File: src/design/prrts_pkg.sv
// shared codes for the priority round-robin task scheduler
`timescale 1ns / 1ps
package prrts_pkg;
    typedef logic [2:0] op_t;
    typedef logic [1:0] tstate_t;
    typedef logic [1:0] status_t;

    localparam op_t OP_CREATE    = 3'd0;
    localparam op_t OP_ACTIVATE  = 3'd1;
    localparam op_t OP_TERMINATE = 3'd2;
    localparam op_t OP_WAIT      = 3'd3;
    localparam op_t OP_TICK      = 3'd4;
    localparam op_t OP_START     = 3'd5;

    localparam tstate_t TS_SUSP  = 2'd0;
    localparam tstate_t TS_WAIT  = 2'd1;
    localparam tstate_t TS_READY = 2'd2;
    localparam tstate_t TS_RUN   = 2'd3;

    localparam status_t STS_OK      = 2'd0;
    localparam status_t STS_FULL    = 2'd1;
    localparam status_t STS_UNKNOWN = 2'd2;
    localparam status_t STS_OVF     = 2'd3;

    localparam logic [7:0] IDLE_PRIO = 8'd255;
endpackage

File: src/design/priority_round_robin_task_scheduler_unit.sv
// top level of the priority round-robin task scheduler
`timescale 1ns / 1ps
// Takes one operation per input transaction and returns one result transaction. Internally a
// small sequencer walks the task table one entry per cycle. Create, bad-id and unused
// operations, a non-suspended activate and a tick while stopped go straight to the result.
// Activate/terminate/timed wait rebuild the ready queue (two passes over the table) and, when
// started, then make a decision. A tick walks the table once and makes a decision, after a
// rebuild when a task wakes. Start makes a decision, after a rebuild when it has to activate
// the idle task. The input is not ready while an item is in work or while a finished result
// waits for the output register; a result may wait in the output register while the next
// item is accepted.
module priority_round_robin_task_scheduler_unit #(
    parameter int MAX_TASKS   = 32,
    parameter int QUEUE_DEPTH = 16
) (
    input  logic        aclk,
    input  logic        aresetn,
    input  logic        s_tvalid,
    output logic        s_tready,
    // operation[2:0], task_id[7:3], priority_req[15:8], wait_ticks[47:16]
    input  logic [47:0] s_tdata,
    output logic        m_tvalid,
    input  logic        m_tready,
    // status[1:0], switch_request[2], current_task[7:3], next_task[12:8],
    // ready_count[17:13], zero fill above
    output logic [23:0] m_tdata
);
    localparam int TW = $clog2(MAX_TASKS);
    localparam int CW = $clog2(MAX_TASKS + 1);
    localparam int PW = (QUEUE_DEPTH > 1) ? $clog2(QUEUE_DEPTH) : 1;
    localparam int FW = $clog2(QUEUE_DEPTH + 1);

    localparam logic [3:0] S_IDLE = 4'd0;
    localparam logic [3:0] S_EXEC = 4'd1;
    localparam logic [3:0] S_TICK = 4'd2;
    localparam logic [3:0] S_REB  = 4'd3;
    localparam logic [3:0] S_REB1 = 4'd4;
    localparam logic [3:0] S_REB2 = 4'd5;
    localparam logic [3:0] S_DEC0 = 4'd6;
    localparam logic [3:0] S_DEC1 = 4'd7;
    localparam logic [3:0] S_DEC2 = 4'd8;
    localparam logic [3:0] S_DONE = 4'd9;

    logic [3:0]  state_reg;
    logic [7:0]  prio_reg [MAX_TASKS];
    prrts_pkg::tstate_t tst_reg [MAX_TASKS];
    logic [MAX_TASKS-1:0] blk_reg;
    logic [MAX_TASKS-1:0] inq_reg;
    logic [31:0] tk_reg [MAX_TASKS];
    logic [CW-1:0] total_reg;
    logic [4:0]  fifo_mem [QUEUE_DEPTH];
    logic [4:0]  fifo_rd_reg;
    logic [PW-1:0] head_reg, tail_reg;
    logic [FW-1:0] fill_reg;
    logic [TW-1:0] run_reg, chosen_reg, idx_reg, nx_reg;
    logic        on_reg, dec_reg, woke_reg, ovf_reg, sw_reg;
    logic [8:0]  best_reg;
    logic [7:0]  cur_prio_reg;
    prrts_pkg::status_t status_reg;
    prrts_pkg::op_t op_reg;
    logic [4:0]  id_reg;
    logic [7:0]  preq_reg;
    logic [31:0] wt_reg;
    logic        m_valid_reg;
    logic [23:0] m_data_reg;

    logic          push_req, push_do, idx_last, id_bad;
    logic [TW-1:0] push_val, id_idx, nx_w;

    assign s_tready = (state_reg == S_IDLE);
    assign m_tvalid = m_valid_reg;
    assign m_tdata  = m_data_reg;
    assign idx_last = (32'(idx_reg) + 32'd1 >= 32'(total_reg));
    assign id_bad   = (32'(id_reg) >= 32'(total_reg));
    assign id_idx   = TW'(id_reg);
    assign nx_w     = TW'(fifo_rd_reg);

    always_comb begin
        push_req = 1'b0;
        push_val = run_reg;
        unique case (state_reg)
            S_REB2: begin
                push_req = (tst_reg[idx_reg] != prrts_pkg::TS_SUSP)
                    && ({1'b0, prio_reg[idx_reg]} == best_reg);
                push_val = idx_reg;
            end
            S_DEC0: push_req = (fill_reg == '0) && (tst_reg[run_reg] != prrts_pkg::TS_SUSP);
            S_DEC1: push_req = (nx_w != run_reg) && (tst_reg[run_reg] != prrts_pkg::TS_SUSP)
                && (cur_prio_reg == prio_reg[nx_w]) && !inq_reg[run_reg];
            default: push_req = 1'b0;
        endcase
        push_do = push_req && (32'(fill_reg) < QUEUE_DEPTH);
    end

    // ready queue storage with registered head read
    always_ff @(posedge aclk) begin
        if (push_do) begin
            fifo_mem[tail_reg] <= 5'(push_val);
        end
        fifo_rd_reg <= fifo_mem[head_reg];
    end

    always_ff @(posedge aclk) begin
        if (!aresetn) begin
            state_reg <= S_IDLE;
            for (int k = 0; k < MAX_TASKS; k++) begin
                prio_reg[k] <= (k == 0) ? prrts_pkg::IDLE_PRIO : 8'd0;
                tst_reg[k]  <= prrts_pkg::TS_SUSP;
                tk_reg[k]   <= 32'd0;
            end
            blk_reg     <= '0;
            inq_reg     <= '0;
            total_reg   <= CW'(1);
            head_reg    <= '0;
            tail_reg    <= '0;
            fill_reg    <= '0;
            run_reg     <= '0;
            chosen_reg  <= '0;
            on_reg      <= 1'b0;
            m_valid_reg <= 1'b0;
        end else begin
            // in S_DONE the output register is reloaded below instead
            if (m_valid_reg && m_tready && state_reg != S_DONE) begin
                m_valid_reg <= 1'b0;
            end
            if (push_do) begin
                tail_reg <= (32'(tail_reg) == QUEUE_DEPTH - 1) ? '0 : tail_reg + PW'(1);
                fill_reg <= fill_reg + FW'(1);
                inq_reg[push_val] <= 1'b1;
            end else if (push_req) begin
                ovf_reg <= 1'b1;
            end
            unique case (state_reg)
                S_IDLE: begin
                    if (s_tvalid) begin
                        op_reg     <= s_tdata[2:0];
                        id_reg     <= s_tdata[7:3];
                        preq_reg   <= s_tdata[15:8];
                        wt_reg     <= s_tdata[47:16];
                        status_reg <= prrts_pkg::STS_OK;
                        ovf_reg    <= 1'b0;
                        sw_reg     <= 1'b0;
                        woke_reg   <= 1'b0;
                        dec_reg    <= 1'b0;
                        state_reg  <= S_EXEC;
                    end
                end
                S_EXEC: begin
                    idx_reg   <= '0;
                    state_reg <= S_DONE;
                    priority if (op_reg == prrts_pkg::OP_CREATE) begin
                        if (32'(total_reg) >= MAX_TASKS) begin
                            status_reg <= prrts_pkg::STS_FULL;
                        end else begin
                            prio_reg[TW'(total_reg)] <= preq_reg;
                            tst_reg[TW'(total_reg)]  <= prrts_pkg::TS_SUSP;
                            blk_reg[TW'(total_reg)]  <= 1'b0;
                            tk_reg[TW'(total_reg)]   <= 32'd0;
                            total_reg <= total_reg + CW'(1);
                        end
                    end else if (op_reg == prrts_pkg::OP_ACTIVATE
                            || op_reg == prrts_pkg::OP_TERMINATE
                            || op_reg == prrts_pkg::OP_WAIT) begin
                        dec_reg <= on_reg;
                        if (id_bad) begin
                            status_reg <= prrts_pkg::STS_UNKNOWN;
                        end else if (op_reg == prrts_pkg::OP_ACTIVATE) begin
                            if (tst_reg[id_idx] == prrts_pkg::TS_SUSP) begin
                                tst_reg[id_idx] <= prrts_pkg::TS_WAIT;
                                blk_reg[id_idx] <= 1'b0;
                                state_reg <= S_REB;
                            end
                        end else begin
                            tst_reg[id_idx] <= prrts_pkg::TS_SUSP;
                            blk_reg[id_idx] <= (op_reg == prrts_pkg::OP_WAIT);
                            tk_reg[id_idx]  <= (op_reg == prrts_pkg::OP_WAIT) ? wt_reg : 32'd0;
                            state_reg <= S_REB;
                        end
                    end else if (op_reg == prrts_pkg::OP_TICK) begin
                        if (on_reg) begin
                            dec_reg   <= 1'b1;
                            state_reg <= S_TICK;
                        end
                    end else if (op_reg == prrts_pkg::OP_START) begin
                        on_reg     <= 1'b1;
                        run_reg    <= '0;
                        chosen_reg <= '0;
                        dec_reg    <= 1'b1;
                        if (tst_reg[0] == prrts_pkg::TS_SUSP) begin
                            tst_reg[0] <= prrts_pkg::TS_WAIT;
                            blk_reg[0] <= 1'b0;
                            state_reg  <= S_REB;
                        end else begin
                            state_reg <= S_DEC0;
                        end
                    end
                end
                S_TICK: begin
                    // counters stop at zero and wake the task on the next tick
                    if (tst_reg[idx_reg] == prrts_pkg::TS_SUSP && blk_reg[idx_reg]) begin
                        if (tk_reg[idx_reg] == 32'd0) begin
                            blk_reg[idx_reg] <= 1'b0;
                            tst_reg[idx_reg] <= prrts_pkg::TS_WAIT;
                            woke_reg <= 1'b1;
                        end else begin
                            tk_reg[idx_reg] <= tk_reg[idx_reg] - 32'd1;
                        end
                    end
                    idx_reg <= idx_last ? '0 : idx_reg + TW'(1);
                    if (idx_last) begin
                        if (woke_reg || (tst_reg[idx_reg] == prrts_pkg::TS_SUSP
                                && blk_reg[idx_reg] && tk_reg[idx_reg] == 32'd0)) begin
                            state_reg <= S_REB;
                        end else begin
                            state_reg <= S_DEC0;
                        end
                    end
                end
                S_REB: begin
                    head_reg  <= '0;
                    tail_reg  <= '0;
                    fill_reg  <= '0;
                    inq_reg   <= '0;
                    best_reg  <= 9'd256;
                    idx_reg   <= '0;
                    state_reg <= S_REB1;
                end
                S_REB1: begin
                    // first pass finds the best priority among live tasks
                    if (tst_reg[idx_reg] != prrts_pkg::TS_SUSP
                            && {1'b0, prio_reg[idx_reg]} < best_reg) begin
                        best_reg <= {1'b0, prio_reg[idx_reg]};
                    end
                    idx_reg <= idx_last ? '0 : idx_reg + TW'(1);
                    if (idx_last) begin
                        state_reg <= S_REB2;
                    end
                end
                S_REB2: begin
                    if (push_req) begin
                        tst_reg[idx_reg] <= prrts_pkg::TS_READY;
                    end
                    idx_reg <= idx_reg + TW'(1);
                    if (idx_last) begin
                        state_reg <= dec_reg ? S_DEC0 : S_DONE;
                    end
                end
                S_DEC0: begin
                    cur_prio_reg <= prio_reg[run_reg];
                    if (fill_reg == '0) begin
                        chosen_reg <= run_reg;
                        if (tst_reg[run_reg] != prrts_pkg::TS_SUSP) begin
                            tst_reg[run_reg] <= prrts_pkg::TS_RUN;
                        end
                        state_reg <= S_DONE;
                    end else begin
                        // pop: head entry lands in fifo_rd_reg next cycle
                        head_reg  <= (32'(head_reg) == QUEUE_DEPTH - 1) ? '0 : head_reg + PW'(1);
                        fill_reg  <= fill_reg - FW'(1);
                        state_reg <= S_DEC1;
                    end
                end
                S_DEC1: begin
                    inq_reg[nx_w] <= 1'b0;
                    chosen_reg <= nx_w;
                    nx_reg     <= nx_w;
                    if (nx_w == run_reg) begin
                        if (tst_reg[run_reg] != prrts_pkg::TS_SUSP) begin
                            tst_reg[run_reg] <= prrts_pkg::TS_RUN;
                        end
                        state_reg <= S_DONE;
                    end else begin
                        if (tst_reg[run_reg] == prrts_pkg::TS_RUN) begin
                            tst_reg[run_reg] <= prrts_pkg::TS_READY;
                        end
                        run_reg   <= nx_w;
                        sw_reg    <= 1'b1;
                        state_reg <= S_DEC2;
                    end
                end
                S_DEC2: begin
                    tst_reg[nx_reg] <= prrts_pkg::TS_RUN;
                    state_reg <= S_DONE;
                end
                S_DONE: begin
                    if (!m_valid_reg || m_tready) begin
                        m_valid_reg <= 1'b1;
                        m_data_reg  <= {6'd0, 5'(fill_reg), 5'(chosen_reg), 5'(run_reg), sw_reg,
                            (status_reg == prrts_pkg::STS_OK && ovf_reg)
                                ? prrts_pkg::STS_OVF : status_reg};
                        state_reg   <= S_IDLE;
                    end
                end
                default: state_reg <= S_IDLE;
            endcase
        end
    end

    a_fill_bound: assert property (@(posedge aclk) disable iff (!aresetn)
        32'(fill_reg) <= QUEUE_DEPTH) else $error("ready queue fill beyond depth");
    a_total_bound: assert property (@(posedge aclk) disable iff (!aresetn)
        total_reg != '0 && 32'(total_reg) <= MAX_TASKS) else $error("task count out of range");
    a_run_known: assert property (@(posedge aclk) disable iff (!aresetn)
        32'(run_reg) < 32'(total_reg)) else $error("running task not created");
    a_busy_after_accept: assert property (@(posedge aclk) disable iff (!aresetn)
        s_tvalid && s_tready |=> !s_tready) else $error("accepted while busy");
endmodule
File: config.mk
export PLATFORM = sky130hd
export DESIGN_NAME = priority_round_robin_task_scheduler_unit
export DESIGN_NICKNAME = d
export VERILOG_FILES = /design/src/design/prrts_pkg.sv /design/src/design/priority_round_robin_task_scheduler_unit.sv
export SDC_FILE = /design/constraint.sdc
export NUM_CORES = 2
export LEC_CHECK = 0
export BUFFER_PORTS_ARGS = -buffer_cell sky130_fd_sc_hd__buf_4
export CAP_MARGIN = 20
export CORE_ASPECT_RATIO = 1.1
export CORE_UTILIZATION = 50
export DETAILED_ROUTE_END_ITERATION = 10
export GPL_ROUTABILITY_DRIVEN = 0
export PLACE_DENSITY = 0.65
export SYNTH_ARGS = -nofsm -noshare
export SYNTH_HDL_FRONTEND = slang
export SYNTH_SLANG_ARGS = --single-unit
File: constraint.sdc
create_clock -name aclk -period 17 [get_ports aclk]
set_clock_uncertainty 0.05 [all_clocks]
set_input_delay 3.4 -clock aclk [delete_from_list [all_inputs] [get_ports aclk]]
set_output_delay 3.4 -clock aclk [all_outputs]
set_load 0.1 [all_outputs]
Yosys cells after proc, flatten, opt, wreduce, memory -nomap -nowiden
Memory sizes are Yosys's and may differ from the RTL's. A register that Yosys moved wholly into a read port is not among the register bits.
Cells that the tools add are included.
{"block": "classes", "n_mux": 197, "reduce_logical": 72, "addsub": 8, "order_cmp": 16, "n_eq_ne": 50, "bitwise_logic": 19}
{"op": "$mux W32", "count": 13}
{"op": "$and A32 B32 Y32", "count": 4}
{"op": "$not A32 Y32", "count": 4}
{"op": "$pmux W32 S2", "count": 2}
{"op": "$mux W5", "count": 25}
{"op": "$mux W1", "count": 99}
{"op": "$reduce_or A32 Y1", "count": 3}
{"op": "$mux W4", "count": 18}
{"op": "$pmux W4 S10", "count": 1}
{"op": "$lt A5 B6 Y1 const B", "count": 6}
{"op": "$bwmux W32", "count": 1}
{"op": "$logic_not A32 Y1", "count": 1}
{"op": "$ne A4 B4 Y1 const B", "count": 8}
{"op": "$or A32 B32 Y32", "count": 1}
{"op": "$sub A32 B1 Y32 const B", "count": 1}
{"op": "$mux W31", "count": 1}
{"op": "$mux W2", "count": 15}
{"op": "$ne A2 B2 Y1 const B", "count": 15}
{"op": "$pmux W5 S3", "count": 2}
{"op": "$demux W1 S5", "count": 5}
{"op": "$ge A5 B1 Y1 const B", "count": 5}
{"op": "$reduce_and A6 Y1", "count": 4}
{"op": "$pmux W5 S2", "count": 2}
{"op": "$pmux W9 S2", "count": 1}
{"op": "51 further kinds", "count": 125}
{"block": "totals", "memories": 4, "mem_bits_rw": 1424, "output_inout_bits": 26, "regBits": 190, "elab_cells": 392}
{"name": "tk_reg", "depth": 32, "width": 32, "rd": 1, "rd_clocked_by_memory_dff": 1, "wr": 32, "line": "priority_round_robin_task_scheduler_unit.sv:49", "text": "logic [31:0] tk_reg [MAX_TASKS];"}
{"name": "prio_reg", "depth": 32, "width": 8, "rd": 3, "rd_clocked_by_memory_dff": 2, "wr": 32, "line": "priority_round_robin_task_scheduler_unit.sv:45", "text": "logic [7:0] prio_reg [MAX_TASKS];"}
{"name": "fifo_mem", "depth": 16, "width": 5, "rd": 1, "rd_clocked_by_memory_dff": 1, "wr": 1, "line": "priority_round_robin_task_scheduler_unit.sv:51", "text": "logic [4:0] fifo_mem [QUEUE_DEPTH];"}
{"name": "tst_reg", "depth": 32, "width": 2, "rd": 4, "rd_clocked_by_memory_dff": 3, "wr": 32, "line": "priority_round_robin_task_scheduler_unit.sv:46", "text": "prrts_pkg::tstate_t tst_reg [MAX_TASKS];"}

Depth between registers and ports, before layout
An unclocked memory read counts as a cell.
{"block": "logic_depth", "ltp_word": 16, "ltp_mapped": 24}

Least setup slack after synthesis
No wires, ideal clock.
{"block": "synth_timing", "path_kind": "input to register", "startpoint": "input port aresetn", "endpoint": "memory tk_reg[10][0] (enable)", "slack_ns": 10.237, "setup_time_ns": 0.478, "arrival_time_ns": 6.235, "stages": 10, "path_cell_list": "clkinv_1 nor2_1 nand2_1 nor3_1 a21oi_1 a32oi_1 o21ai_1 a21oi_1 clkbuf_1 nand2_1"}
{"element": "start, declared", "line": "priority_round_robin_task_scheduler_unit.sv:17", "text": "input logic aresetn,"}
{"element": "end, declared", "line": "priority_round_robin_task_scheduler_unit.sv:49"}

==> flow_summary.ini <==
[run_status]
run_status = finished clean

[placed_design]
post-place-cells = 7584
port_buffers = 71
dpl.hpwl_mm = 153.4
placed_instance_area_mm2 = 0.08208

[synthesis]
synth-compound-area-share_pct = 4.777
fraction_of_the_mapped_netlist_area_in_adder_cells_pct = 0.5525
synth-seq-cells = 1642
synthCells = 5823
synth-seq-area-share_pct = 60.71
syn-mean-instance-area_um2 = 13.61
synthesis.area_mm2 = 0.07925
synthArstFlopShare_pct = 0
synth_simple_gate_area_share_pct = 12.29
post_synth_num_cell_types = 85
largest_family_of_logic_cells_by_synthesized_area = multiplexers
yosys.cell_count.top_type = sky130_fd_sc_hd__edfxtp_1
yosysTopAreaCellShare_pct = 57.70
synthesis.yosys.warnings = 0
synth-edff-count = 1523
synth_area_leader_cell = sky130_fd_sc_hd__edfxtp_1
synthTopCellsByArea = sky130_fd_sc_hd__edfxtp_1 (58%), sky130_fd_sc_hd__mux4_2 (15%), sky130_fd_sc_hd__nor2_1 (5.8%), sky130_fd_sc_hd__dfxtp_1 (3.0%), sky130_fd_sc_hd__mux2i_1 (2.8%)
synthXorXnorAreaFrac_pct = 0.5525
yosys-mux-area-fraction_pct = 17.97
netlist_top_cells_count = sky130_fd_sc_hd__edfxtp_1 (1523), sky130_fd_sc_hd__nor2_1 (1234), sky130_fd_sc_hd__mux4_2 (524)
most_used_dff_post_synth = sky130_fd_sc_hd__edfxtp_1

[critical_path]
worst-path-buf-inv = 4
worstRegToRegCells = 13
r2r_end = tk_reg[27][10]
crit_slowest_cell = sky130_fd_sc_hd__a21oi_4
worst_path_dominant_cell_family = buffers and inverters
arrival_ns = 9.30
kind_of_critical_path = reg -> reg
timing.critical_path.to_type = flop
max_stage_delay_ns = 0.97
critical_path.cell_chain = buf_12, buf_12, buf_4, mux4_2, o22ai_1, nor4_1, nor3_2, nand4_2, o21ba_4, buf_4, and3_1, a21oi_4, nand2_2
start_kind = flop
timing.reg2reg.setup_slack_ns = 7.98
crit_required_ns = 17.28
worst-path-max-fanout = 107

[route]
vias_per_cell = 6.554
detail-route-antenna-nets = 0
drt_wl_total_mm = 240.8
detail_route.wl_per_cell_um = 30.45
drtIter0Drc = 7936
drc = 0
detailroute.via_count = 51810
detailedRoute.firstPassIterationCount = 6

[timing]
drv_slew = 0
post-route-period-util_pct = 53.05
setup_violations = 0
max_slew_margin_pct = 10.85
setup-tns-final_ns = 0
worst_pin_slew_ns = 1.337
timing_limited_maximum_frequency_mhz = 110.9
hold_viol = 0
finalCriticalPeriod_ns = 9.018
worst_hold_slack_ns = 0.4104
unrepaired_setup_endpoints_after_global_routing = false

[floorplan]
die_h_um = 419.6
placement_rows = 152
floorplan.initialDensity_pct = 50.57
die_area_mm2 = 0.1601
ioPinCount = 78
chip_width_um = 381.6
coreArea_mm2 = 0.1567

[grt]
grt_pass1_wl_mm = 347.1
grt_max_degree = 108
grt_remaining_overflow = 0
grt.total_usage_pct = 29.92
grt_pass1_vias = 49240
initial_antenna_violation_count = 5

[layout]
drive_above_1_share_pct = 20.47
final_nets = 5778
final_non_filler_cell_area_mm2 = 0.08758
count_of_placed_standard_cells_in_the_final_layout_fillers_left_out = 7906
antennaDiodeCount = 0
largest_register_ffs = 1024
flow.area_growth_from_synthesis_pct = 10.51

[clocking]
cts_buffer_depth = 3
cts_hold_buffers = 0
cts_tree = yes
clock-sinks = 1642
clock_tree_root = sky130_fd_sc_hd__clkbuf_16
post-cts-setup-buffers = 0
cts_inserted_buffers = 169
cts.repair.resized = 0
worst_skew_pair.late_latency_ns = 0.83
h-tree-depth = 4
clkSlewWorstSetupHoldPaths_ns = 0.06

[power]
fin_total_pwr_w = 0.01175
p_leak_nw = 28.85
vdd_ir_max_mv = 0.1513
power_density_mw_per_mm2 = 134.2

[hold_path]
min-delay-start = inq_reg[31]
hold_end = inq_reg[31]
holdPathStages = 1
worstHoldPathType = reg -> reg

[run]
drv.max_cap_violation_count = 0
==> layout by cell type, fill, tap and decap left out, drive strengths merged, types with 13 or more instances in the layout <==
| master | instances |
|---|---|
| mux2 | 23 |
| o22ai | 67 |
| clkbuf | 225 |
| inv | 44 |
| a21oi | 175 |
| o21ai | 144 |
| mux4 | 524 |
| o22a | 32 |
| xnor2 | 29 |
| a31oi | 34 |
| buf | 246 |
| edfxtp | 1523 |
| nor3 | 99 |
| a22oi | 62 |
| nor4 | 62 |
| or3 | 19 |
| ha | 35 |
| nor2b | 40 |
| nand4 | 26 |
| nand3 | 61 |
| nand2 | 192 |
| xor2 | 21 |
| clkinv | 68 |
| mux2i | 218 |
| and3 | 77 |
| and2 | 212 |
| dfxtp | 119 |
| nor2 | 1234 |
| o31ai | 13 |
| nand2b | 21 |
==> layer usage <==
| layer | part of all wire, % | GRT usage [%] | vias up |
|---|---|---|---|
| met3 | 11 | 6.881 | 512 |
| met2 | 47 | 46.40 | 3265 |
| li1 | - | - | 21740 |
| met5 | 0.011 | 0 | - |
| met4 | 4.7 | 12.91 | 4 |
| met1 | 38 | 40.63 | 26300 |
==> where the power goes <==
| part | switching (W) | total, W | internal [W] |
|---|---|---|---|
| clock network | 0.00161 | 0.00367 | 0.00206 |
| registers | 0.000193 | 0.00478 | 0.00459 |
| logic | 0.00202 | 0.00330 | 0.00128 |
==> layout make-up <==
type,count,area [um^2]
fillers,12530,69130
flip-flops and latches,1642,48140
multi-input cells,3585,29360
clock buffers,220,4574
well taps,2079,2601
repair buffers,251,1913
clock inverters,87,824.5
inverters,42,161.4
==> worst max path at each step <==
| stage | end | slack (ns) | cells after the start |
|---|---|---|---|
| floorplan | tk_reg[10][0] | 10.24 | 10 |
| global placement | tk_reg[27][29] | 8.08 | 13 |
| detailed placement | tk_reg[27][11] | 8.04 | 13 |
| CTS | tk_reg[27][10] | 7.99 | 13 |
| global route | tk_reg[27][10] | 7.50 | 13 |
| finish | tk_reg[27][10] | 7.98 | 13 |
==> cell families (layout without fill, tap and decap cells) <==
| kind of cell | after synthesis | count (layout) |
|---|---|---|
| other | 1 | 6 |
| XOR/XNOR | 50 | 50 |
| adder cells (fa/ha/maj) | 35 | 35 |
| buffers and inverters | 601 | 600 |
| AO/OA/AOI/OAI | 609 | 609 |
| AND/OR/NAND/NOR | 2120 | 2120 |
| flip-flops | 1642 | 1642 |
| multiplexers | 765 | 765 |
==> stage by stage <==
stage          setup WS [ns]  util (%)
6_report               7.982     55.89
5_1_grt                7.498     55.89
4_1_cts                7.994     55.82
3_5_place_dp           8.035     52.37
3_3_place_gp           8.078     52.35
2_1_floorplan          10.24         -
Note: power is estimated with default switching activity, not from simulation.
